$ cat src/hdl/assert_macros.svh
// Assertion macros used by the ring buffer RTL.
// Expects clk and arst_n in the scope where a macro is used.
`ifndef ASSERT_MACROS_SVH
`define ASSERT_MACROS_SVH
`ifndef SYNTHESIS
`define ASSERT_ALWAYS(lbl, prop, msg) \
	lbl: assert property (@(posedge clk) disable iff (!arst_n) (prop)) else $error(msg);
`define ASSERT_NEXT(lbl, pre, post, msg) \
	lbl: assert property (@(posedge clk) disable iff (!arst_n) (pre) |=> (post)) else $error(msg);
`else
`define ASSERT_ALWAYS(lbl, prop, msg)
`define ASSERT_NEXT(lbl, pre, post, msg)
`endif
`endif

$ cat src/hdl/brb_pkg.sv
// Package for the byte ring buffer: operation and status codes, field widths.
// No dependencies.
package brb_pkg;

	localparam int DATA_W = 8;
	localparam int OP_W   = 2;
	localparam int ST_W   = 2;
	localparam int FS_W   = 6;

	typedef enum logic [OP_W-1:0] {
		OP_PUT   = 2'd0,
		OP_GET   = 2'd1,
		OP_FIND  = 2'd2,
		OP_DRAIN = 2'd3
	} op_t;

	typedef enum logic [ST_W-1:0] {
		ST_OK     = 2'd0,
		ST_REJECT = 2'd1,
		ST_NOTERM = 2'd2
	} status_t;

endpackage

$ cat src/hdl/byte_ring_buffer_with_line_drain.sv
// Byte ring buffer with find and line drain, one two-port store under a sequencer.
// Put writes the store on accept unless full; Get reads the store, then loads the result.
// Find scans stored bytes from the read index (1 read/cycle) to a match or the end.
// Drain: find scan, then per drained word a memory read, then an output load.
// Reset (arst_n low) clears indices and count, then a clearing pass zeroes all DEPTH
// store entries; item_ready stays low during that pass. Depends on brb_pkg, brb_ram.
`include "assert_macros.svh"
module byte_ring_buffer_with_line_drain #(
	parameter int DEPTH = 64
) (
	input  logic                        clk,
	input  logic                        arst_n,
	input  logic                        item_valid,
	output logic                        item_ready,
	input  logic [brb_pkg::OP_W-1:0]    operation,
	input  logic [brb_pkg::DATA_W-1:0]  data_in,
	output logic                        result_valid,
	input  logic                        result_ready,
	output logic [brb_pkg::DATA_W-1:0]  data_out,
	output logic [brb_pkg::ST_W-1:0]    status,
	output logic [brb_pkg::FS_W-1:0]    free_space,
	output logic [brb_pkg::FS_W-1:0]    position,
	output logic                        last
);

	localparam int IW = $clog2(DEPTH);
	localparam int XW = (IW > brb_pkg::FS_W) ? IW : brb_pkg::FS_W;

	typedef enum logic [2:0] {
		S_CLEAR,
		S_IDLE,
		S_GET,
		S_SCAN,
		S_DRN_RD,
		S_DRN_OUT
	} state_t;

	state_t state_q;

	logic [IW-1:0] wr_idx_q, rd_idx_q, cnt_q, clr_q;
	logic [IW-1:0] scan_ptr_q, issued_q, checked_q, drn_left_q;
	logic          pend_q, drain_q;
	logic [brb_pkg::DATA_W-1:0] target_q;

	logic                       out_valid_q, last_q;
	logic [brb_pkg::DATA_W-1:0] data_q;
	brb_pkg::status_t           status_q;
	logic [brb_pkg::FS_W-1:0]   free_q, pos_q;

	logic                       mem_we, mem_re;
	logic [IW-1:0]              mem_waddr, mem_raddr;
	logic [brb_pkg::DATA_W-1:0] mem_wdata, mem_rdata;

	logic             slot_free, accept, full, hit, scan_issue, found, scan_done, short_line;
	brb_pkg::op_t     op;
	logic [IW-1:0]    found_pos;

	logic                       ld, ld_last;
	logic [brb_pkg::DATA_W-1:0] ld_data;
	brb_pkg::status_t           ld_status;
	logic [IW-1:0]              ld_cnt, ld_pos;

	function automatic logic [IW-1:0] adv(input logic [IW-1:0] i);
		return (i == IW'(DEPTH - 1)) ? '0 : i + 1'b1;
	endfunction

	function automatic logic [brb_pkg::FS_W-1:0] ext6(input logic [IW-1:0] v);
		logic [XW-1:0] x;
		x = XW'(v);
		return x[brb_pkg::FS_W-1:0];
	endfunction

	function automatic logic [brb_pkg::FS_W-1:0] free_of(input logic [IW-1:0] c);
		logic [XW-1:0] f;
		f = XW'(DEPTH - 1) - XW'(c);
		return f[brb_pkg::FS_W-1:0];
	endfunction

	function automatic logic [IW-1:0] used_span(input logic [IW-1:0] w, input logic [IW-1:0] r);
		return (w >= r) ? w - r : w - r + IW'(DEPTH);
	endfunction

	brb_ram #(
		.DEPTH (DEPTH),
		.AW    (IW)
	) u_ram (
		.clk   (clk),
		.we    (mem_we),
		.waddr (mem_waddr),
		.wdata (mem_wdata),
		.re    (mem_re),
		.raddr (mem_raddr),
		.rdata (mem_rdata)
	);

	always_comb begin
		slot_free  = !out_valid_q || result_ready;
		item_ready = (state_q == S_IDLE) && slot_free;
		accept     = item_valid && item_ready;
		op         = brb_pkg::op_t'(operation);
		full       = (cnt_q == IW'(DEPTH - 1));
		hit        = (mem_rdata == target_q);
		found      = pend_q && hit;
		scan_issue = (issued_q != cnt_q) && !found;
		scan_done  = found || (!pend_q && (issued_q == cnt_q));
		found_pos  = found ? checked_q + 1'b1 : '0;
		short_line = !found || (checked_q == '0);

		mem_we    = 1'b0;
		mem_waddr = wr_idx_q;
		mem_wdata = data_in;
		mem_re    = 1'b0;
		mem_raddr = rd_idx_q;

		ld        = 1'b0;
		ld_data   = '0;
		ld_status = brb_pkg::ST_OK;
		ld_cnt    = cnt_q;
		ld_pos    = '0;
		ld_last   = 1'b1;

		case (state_q)
			S_CLEAR: begin
				mem_we    = 1'b1;
				mem_waddr = clr_q;
				mem_wdata = '0;
			end
			S_IDLE: begin
				if (accept && op == brb_pkg::OP_PUT) begin
					ld = 1'b1;
					if (full) begin
						ld_status = brb_pkg::ST_REJECT;
					end else begin
						mem_we = 1'b1;
						ld_cnt = cnt_q + 1'b1;
					end
				end
				if (accept && op == brb_pkg::OP_GET) begin
					mem_re = 1'b1;
				end
			end
			S_GET: begin
				ld      = 1'b1;
				ld_data = mem_rdata;
				if (cnt_q != '0) begin
					ld_cnt = cnt_q - 1'b1;
				end else begin
					ld_status = brb_pkg::ST_REJECT;
				end
			end
			S_SCAN: begin
				mem_re    = scan_issue;
				mem_raddr = scan_ptr_q;
				if (scan_done && !drain_q) begin
					ld     = 1'b1;
					ld_pos = found_pos;
				end else if (scan_done && short_line) begin
					ld        = 1'b1;
					ld_status = brb_pkg::ST_NOTERM;
				end
			end
			S_DRN_RD: begin
				mem_re = 1'b1;
			end
			S_DRN_OUT: begin
				if (slot_free) begin
					ld      = 1'b1;
					ld_data = mem_rdata;
					ld_cnt  = cnt_q - 1'b1;
					ld_last = (drn_left_q == IW'(1));
				end
			end
			default: begin
			end
		endcase
	end

	always_ff @(posedge clk or negedge arst_n) begin
		if (!arst_n) begin
			state_q     <= S_CLEAR;
			clr_q       <= '0;
			wr_idx_q    <= '0;
			rd_idx_q    <= '0;
			cnt_q       <= '0;
			pend_q      <= 1'b0;
			out_valid_q <= 1'b0;
		end else begin
			if (ld) begin
				out_valid_q <= 1'b1;
				data_q      <= ld_data;
				status_q    <= ld_status;
				free_q      <= free_of(ld_cnt);
				pos_q       <= ext6(ld_pos);
				last_q      <= ld_last;
				cnt_q       <= ld_cnt;
			end else if (result_ready) begin
				out_valid_q <= 1'b0;
			end

			case (state_q)
				S_CLEAR: begin
					clr_q <= adv(clr_q);
					if (clr_q == IW'(DEPTH - 1)) begin
						state_q <= S_IDLE;
					end
				end
				S_IDLE: begin
					if (accept) begin
						case (op)
							brb_pkg::OP_PUT: begin
								if (!full) begin
									wr_idx_q <= adv(wr_idx_q);
								end
							end
							brb_pkg::OP_GET: begin
								state_q <= S_GET;
							end
							default: begin
								drain_q    <= (op == brb_pkg::OP_DRAIN);
								target_q   <= (op == brb_pkg::OP_FIND) ? data_in : '0;
								scan_ptr_q <= rd_idx_q;
								issued_q   <= '0;
								checked_q  <= '0;
								pend_q     <= 1'b0;
								state_q    <= S_SCAN;
							end
						endcase
					end
				end
				S_GET: begin
					if (cnt_q != '0) begin
						rd_idx_q <= adv(rd_idx_q);
					end
					state_q <= S_IDLE;
				end
				S_SCAN: begin
					pend_q <= scan_issue;
					if (scan_issue) begin
						scan_ptr_q <= adv(scan_ptr_q);
						issued_q   <= issued_q + 1'b1;
					end
					if (pend_q) begin
						checked_q <= checked_q + 1'b1;
					end
					if (scan_done) begin
						if (!drain_q || short_line) begin
							state_q <= S_IDLE;
						end else begin
							drn_left_q <= found_pos;
							state_q    <= S_DRN_RD;
						end
					end
				end
				S_DRN_RD: begin
					state_q <= S_DRN_OUT;
				end
				S_DRN_OUT: begin
					if (slot_free) begin
						rd_idx_q   <= adv(rd_idx_q);
						drn_left_q <= drn_left_q - 1'b1;
						state_q    <= (drn_left_q == IW'(1)) ? S_IDLE : S_DRN_RD;
					end
				end
				default: begin
					state_q <= S_IDLE;
				end
			endcase
		end
	end

	assign result_valid = out_valid_q;
	assign data_out     = data_q;
	assign status       = status_q;
	assign free_space   = free_q;
	assign position     = pos_q;
	assign last         = last_q;

	`ASSERT_ALWAYS(a_cnt_max, cnt_q <= IW'(DEPTH - 1), "stored count above capacity")
	`ASSERT_ALWAYS(a_cnt_idx, cnt_q == used_span(wr_idx_q, rd_idx_q), "count vs indices")
	`ASSERT_ALWAYS(a_clear_quiet, state_q != S_CLEAR || !(out_valid_q || item_ready), "busy in clear")
	`ASSERT_NEXT(a_put_result, accept && op == brb_pkg::OP_PUT, out_valid_q && last_q, "no put result")

endmodule

$ cat src/hdl/brb_ram.sv
// Byte store of the ring buffer: one write port, one read port, registered read data.
// Depends on brb_pkg.
module brb_ram #(
	parameter int DEPTH = 64,
	parameter int AW    = $clog2(DEPTH)
) (
	input  logic                      clk,
	input  logic                      we,
	input  logic [AW-1:0]             waddr,
	input  logic [brb_pkg::DATA_W-1:0] wdata,
	input  logic                      re,
	input  logic [AW-1:0]             raddr,
	output logic [brb_pkg::DATA_W-1:0] rdata
);

	logic [brb_pkg::DATA_W-1:0] mem [DEPTH];
	logic [brb_pkg::DATA_W-1:0] rdata_q;

	always_ff @(posedge clk) begin
		if (we) begin
			mem[waddr] <= wdata;
		end
	end

	always_ff @(posedge clk) begin
		if (re) begin
			rdata_q <= mem[raddr];
		end
	end

	assign rdata = rdata_q;

endmodule
$ cat config.mk
export PLATFORM = sky130hd
export DESIGN_NAME = byte_ring_buffer_with_line_drain
export DESIGN_NICKNAME = d
export VERILOG_FILES = /design/src/hdl/brb_pkg.sv /design/src/hdl/byte_ring_buffer_with_line_drain.sv /design/src/hdl/brb_ram.sv
export VERILOG_INCLUDE_DIRS = /design/src /design/src/hdl
export SDC_FILE = /design/constraint.sdc
export NUM_CORES = 1
export LEC_CHECK = 0
export ABC_AREA = 1
export BUFFER_PORTS_ARGS = -buffer_cell sky130_fd_sc_hd__buf_2
export CAP_MARGIN = 20
export CORE_UTILIZATION = 57
export DETAILED_ROUTE_END_ITERATION = 8
export PLACE_DENSITY = 0.84
export SLEW_MARGIN = 25
export SYNTH_ARGS = -nofsm -noshare
export SYNTH_HDL_FRONTEND = slang
export SYNTH_SLANG_ARGS = --single-unit
export TNS_END_PERCENT = 30
$ cat constraint.sdc
create_clock -name clk -period 3 [get_ports clk]
set_input_delay 0.9 -clock clk [delete_from_list [all_inputs] [get_ports clk]]
set_output_delay 0.9 -clock clk [all_outputs]
set_load 0.01 [all_outputs]
==> flow_summary_export.csv <==
group,metric,value,unit
drt,vias_per_cell,5.811,
clocking,cts_buffers,58,
synth,avgSynthCellArea,10.07,sq um
drt,vias,20550,
worst_setup_path,criticalPathCategory,"reg -> reg",
global_route,grt_pass1_vias,19790,
power_and_ir_drop,p_per_area,999.1,nW/um^2
worst_setup_path,r2r-start,"state_q[2]",
min_path,hold_path_class,"in -> async",
power_and_ir_drop,p_int,18.65,mW
sta,fin_tns_setup,0,ps
worst_setup_path,critPathMaxFanout,48,
final_layout,n_antenna_cell,0,
drt,drc_errors,0,
worst_setup_path,path_common_cell,"nand3_1",
sta,max_slew_margin,0.4533,
synth,async_flop_share,0.04793,
synth,synth_adder_area_share,0.004930,
floorplanning,core-area,48050,sq um
power_and_ir_drop,vdd_ir_drop_max,656.4,uV
sta,layout_setup_ws,183.0,ps
floorplanning,io_pins,39,
worst_setup_path,crit_buf_inv,1,
synth,yosysTopAreaCell,"edfxtp_1",
power_and_ir_drop,combPwrFrac,0.413,
floorplanning,rows,80,
placed_design,placed_area,29440,sq um
status,outcome,"finished, final reports clean",
floorplanning,initial_core_util,0.5811,
worst_setup_path,cp.depth,11,
global_route,grtUsageTotal,0.2842,
worst_setup_path,startpoint,"state_q[2]",
clocking,cts_tree,"done",
synth,syn_inst,2773,
synth,synth-edff-count,576,
worst_setup_path,cp_slowest_cell,"dfrtp_1",
clocking,clockBufferDepth,3,
worst_setup_path,r2r_cells,11,
global_route,antenna_found_initial,1,
worst_setup_path,r2r_slack,180,ps
synth,synth_top_family_by_area,"simple AND/OR/NAND/NOR gates",
synth,synth-compound-area-share,0.01694,
drt,wire_per_inst,19.85,microns
sta,post-route-min-period,2817,ps
drt,ant_nets,0,
sta,clock_skew,20.34,ps
clocking,cts_root_buf,"clkbuf_16",
floorplanning,die_area,49870,sq um
placed_design,io_buffers,38,
worst_setup_path,cp_cell_sequence,"nor2_4, nand2_1, nand2_8, buf_4, nand2_1, nand3_1, nand3_1, nand3_1, nand3_1, nand3_1, nand2_1",
synth,syn_nets,2798,
synth,yosysSeqAreaShare,0.6455,
synth,synth_area_leaders,"edfxtp_1 (62%), nand3_1 (9.6%), nand2_1 (8.0%)",
drt,drtIter0Drc,3181,
worst_setup_path,critPathLaunchType,"flip-flop",
sta,maxSlewViolCount,0,
synth,syn_area,27920,sq um
final_layout,layout-drive-gt1-share,0.1078,
sta,tightestPinTransition,817.1,ps
job,max_cap_violations,0,
synth,synthXorXnorAreaFrac,0.008470,
drt,drtPass1Iterations,8,
clocking,clk_latency,620,ps
worst_setup_path,arrival,3190,ps
final_layout,fin_nets,2900,
synth,yosys.area_share.simple,0.2219,
placed_design,post-place-cells,3430,
power_and_ir_drop,total_leakage_power,13.39,nW
sta,finalHoldViolations,0,
sta,setup_viol,0,
synth,synth_mux_area_frac,0.0007170,
clocking,ctsHtreeMaxLevel,2,
clocking,clk_pin_slew,60,ps
final_layout,area_delta_synth_final,12.29,%
synth,synth_top_area_share,0.6195,
synth,ys_dominant_reg_cell,"edfxtp_1",
synth,synth_cell_types,48,
synth,yosysWarningCount,0,
global_route,grt_max_degree,65,
worst_setup_path,r2r-end,"u_ram.rdata[0]",
power_and_ir_drop,swShare,0.4045,
worst_setup_path,worstSetupEndpoint,"u_ram.rdata[0]",
floorplanning,die_y,223.3,microns
global_route,grt_first_pass_wirelength,108200,microns
clocking,post_cts_buffers,0,
placed_design,dpl.hpwl,43830,microns
power_and_ir_drop,seqPwrFrac,0.352,
worst_setup_path,endpoint_kind,"flip-flop",
global_route,grt-ovfl-total,0,
sta,finalCritPeriodShare,0.9390,
sta,rsz0062_at_grt,"false",
synth,ys_seq_elements,605,
worst_setup_path,max_stage_delay,540,ps
worst_setup_path,worstPathRequired,3370,ps
final_layout,instances_no_fill,3536,
clocking,clock_sinks,605,
placed_design,pre_cts_ws,130.6,ps
sta,max_freq,355.0,MHz
placed_design,gp_congestion,0.9275,
power_and_ir_drop,clkPwrFrac,0.235,
power_and_ir_drop,power.switching,12.67,mW
floorplanning,die_w,223.3,microns
drt,routed_wl,70180,microns
final_layout,stdcell_area,31350,sq um
worst_setup_path,path_delay_family,"simple AND/OR/NAND/NOR gates",
## state kept, by name, summed over array words and instances (netlist names), 2 cells and up
| signal | count |
|---|---|
| drn_left_q | 6 |
| u_ram.mem | 512 |
| target_q | 8 |
| position | 6 |
| u_ram.rdata | 8 |
| scan_ptr_q | 6 |
| rd_idx_q | 6 |
| data_out | 8 |
| wr_idx_q | 6 |
| status | 2 |
| state_q | 3 |
| cnt_q | 6 |
| issued_q | 6 |
| clr_q | 6 |
| free_space | 6 |
| checked_q | 6 |
## timing repair
action,CTS,global route
hold buffers,0,0
endpoints found under the setup margin,0,2
resized for setup,0,1
## cell usage after synthesis, drive strengths merged (8+ instances only)
cell type,instances
nor2,157
or2,10
a21oi,27
dfrtp,29
ha,11
inv,553
nor3,18
nand3b,33
o21ai,35
buf,113
edfxtp,576
xor2,19
nand4,8
nand2,606
nand3,539
xnor2,8
clkbuf,10
## cell usage in the layout, fill, tap and decap left out, types with 28 or more instances in the layout
cell type and count:
nand2_1 597, edfxtp_1 576, inv_1 543, nand3_1 535
nor2_1 138, buf_4 106, clkbuf_16 58, buf_2 38
nand3b_1 33, o21ai_0 29, dfrtp_1 28
## cells by family (layout without fill, tap and decap cells)
group                      Yosys count  in the layout
adders and majority gates           11             11
buffers and inverters              676            824
muxes                                2              2
xor gates and xnor gates            27             27
and+or+nand+nor                   1373           1373
AOI/OAI and AO/OA                   79             79
DFF                                605            605
## metal layers
layer / track usage / vias up / part of all wire
met5: 0 / - / 0
met3: 0.05426 / 231 / 0.12
met2: 0.4537 / 1419 / 0.46
met4: 0.1306 / 0 / 0.044
li1: - / 9225 / -
met1: 0.3795 / 9674 / 0.38
## through the flow
stage                     hold slack [ps]  power, mW    util
after floorplan                     463.2      19.48       -
after global placement              480.9      23.25  0.6128
after detailed placement            489.2      23.59  0.6128
after CTS                           171.2      31.00  0.6525
after global routing                179.5      32.63  0.6525
final                               189.6      31.32  0.6525
## layout make-up
| cell class | instances | area [sq um] |
|---|---|---|
| Tap cell | 615 | 769.5 |
| Timing Repair Buffer | 165 | 1406 |
| Multi-Input combinational cell | 1492 | 7169 |
| Clock inverter | 35 | 396.6 |
| Fill cell | 3397 | 16690 |
| Inverter | 553 | 2076 |
| Clock buffer | 71 | 1510 |
| Sequential cell | 605 | 18020 |
## power by group through the flow
stage / Clock, mW / Sequential (mW) / Combinational, mW
floorplan: 0 / 11.1 / 8.42
global placement: 0 / 11.1 / 12.1
detailed placement: 0 / 11.2 / 12.4
CTS: 7.42 / 11.0 / 12.6
global route: 7.74 / 11.1 / 13.8
finish: 7.37 / 11.0 / 12.9
## how the worst min path moves through the flow
stage               startpoint  cells after the start         end  slack, ps
finish                  arst_n                      1  state_q[2]        190
CTS                     arst_n                      1    clr_q[0]        170
global placement      clr_q[4]                      1    clr_q[4]        480
detailed placement    clr_q[4]                      1    clr_q[4]        490
floorplan             clr_q[4]                      1    clr_q[4]        460
global route            arst_n                      1    clr_q[0]        180
No activity file was read; power rests on OpenSTA's default activity.
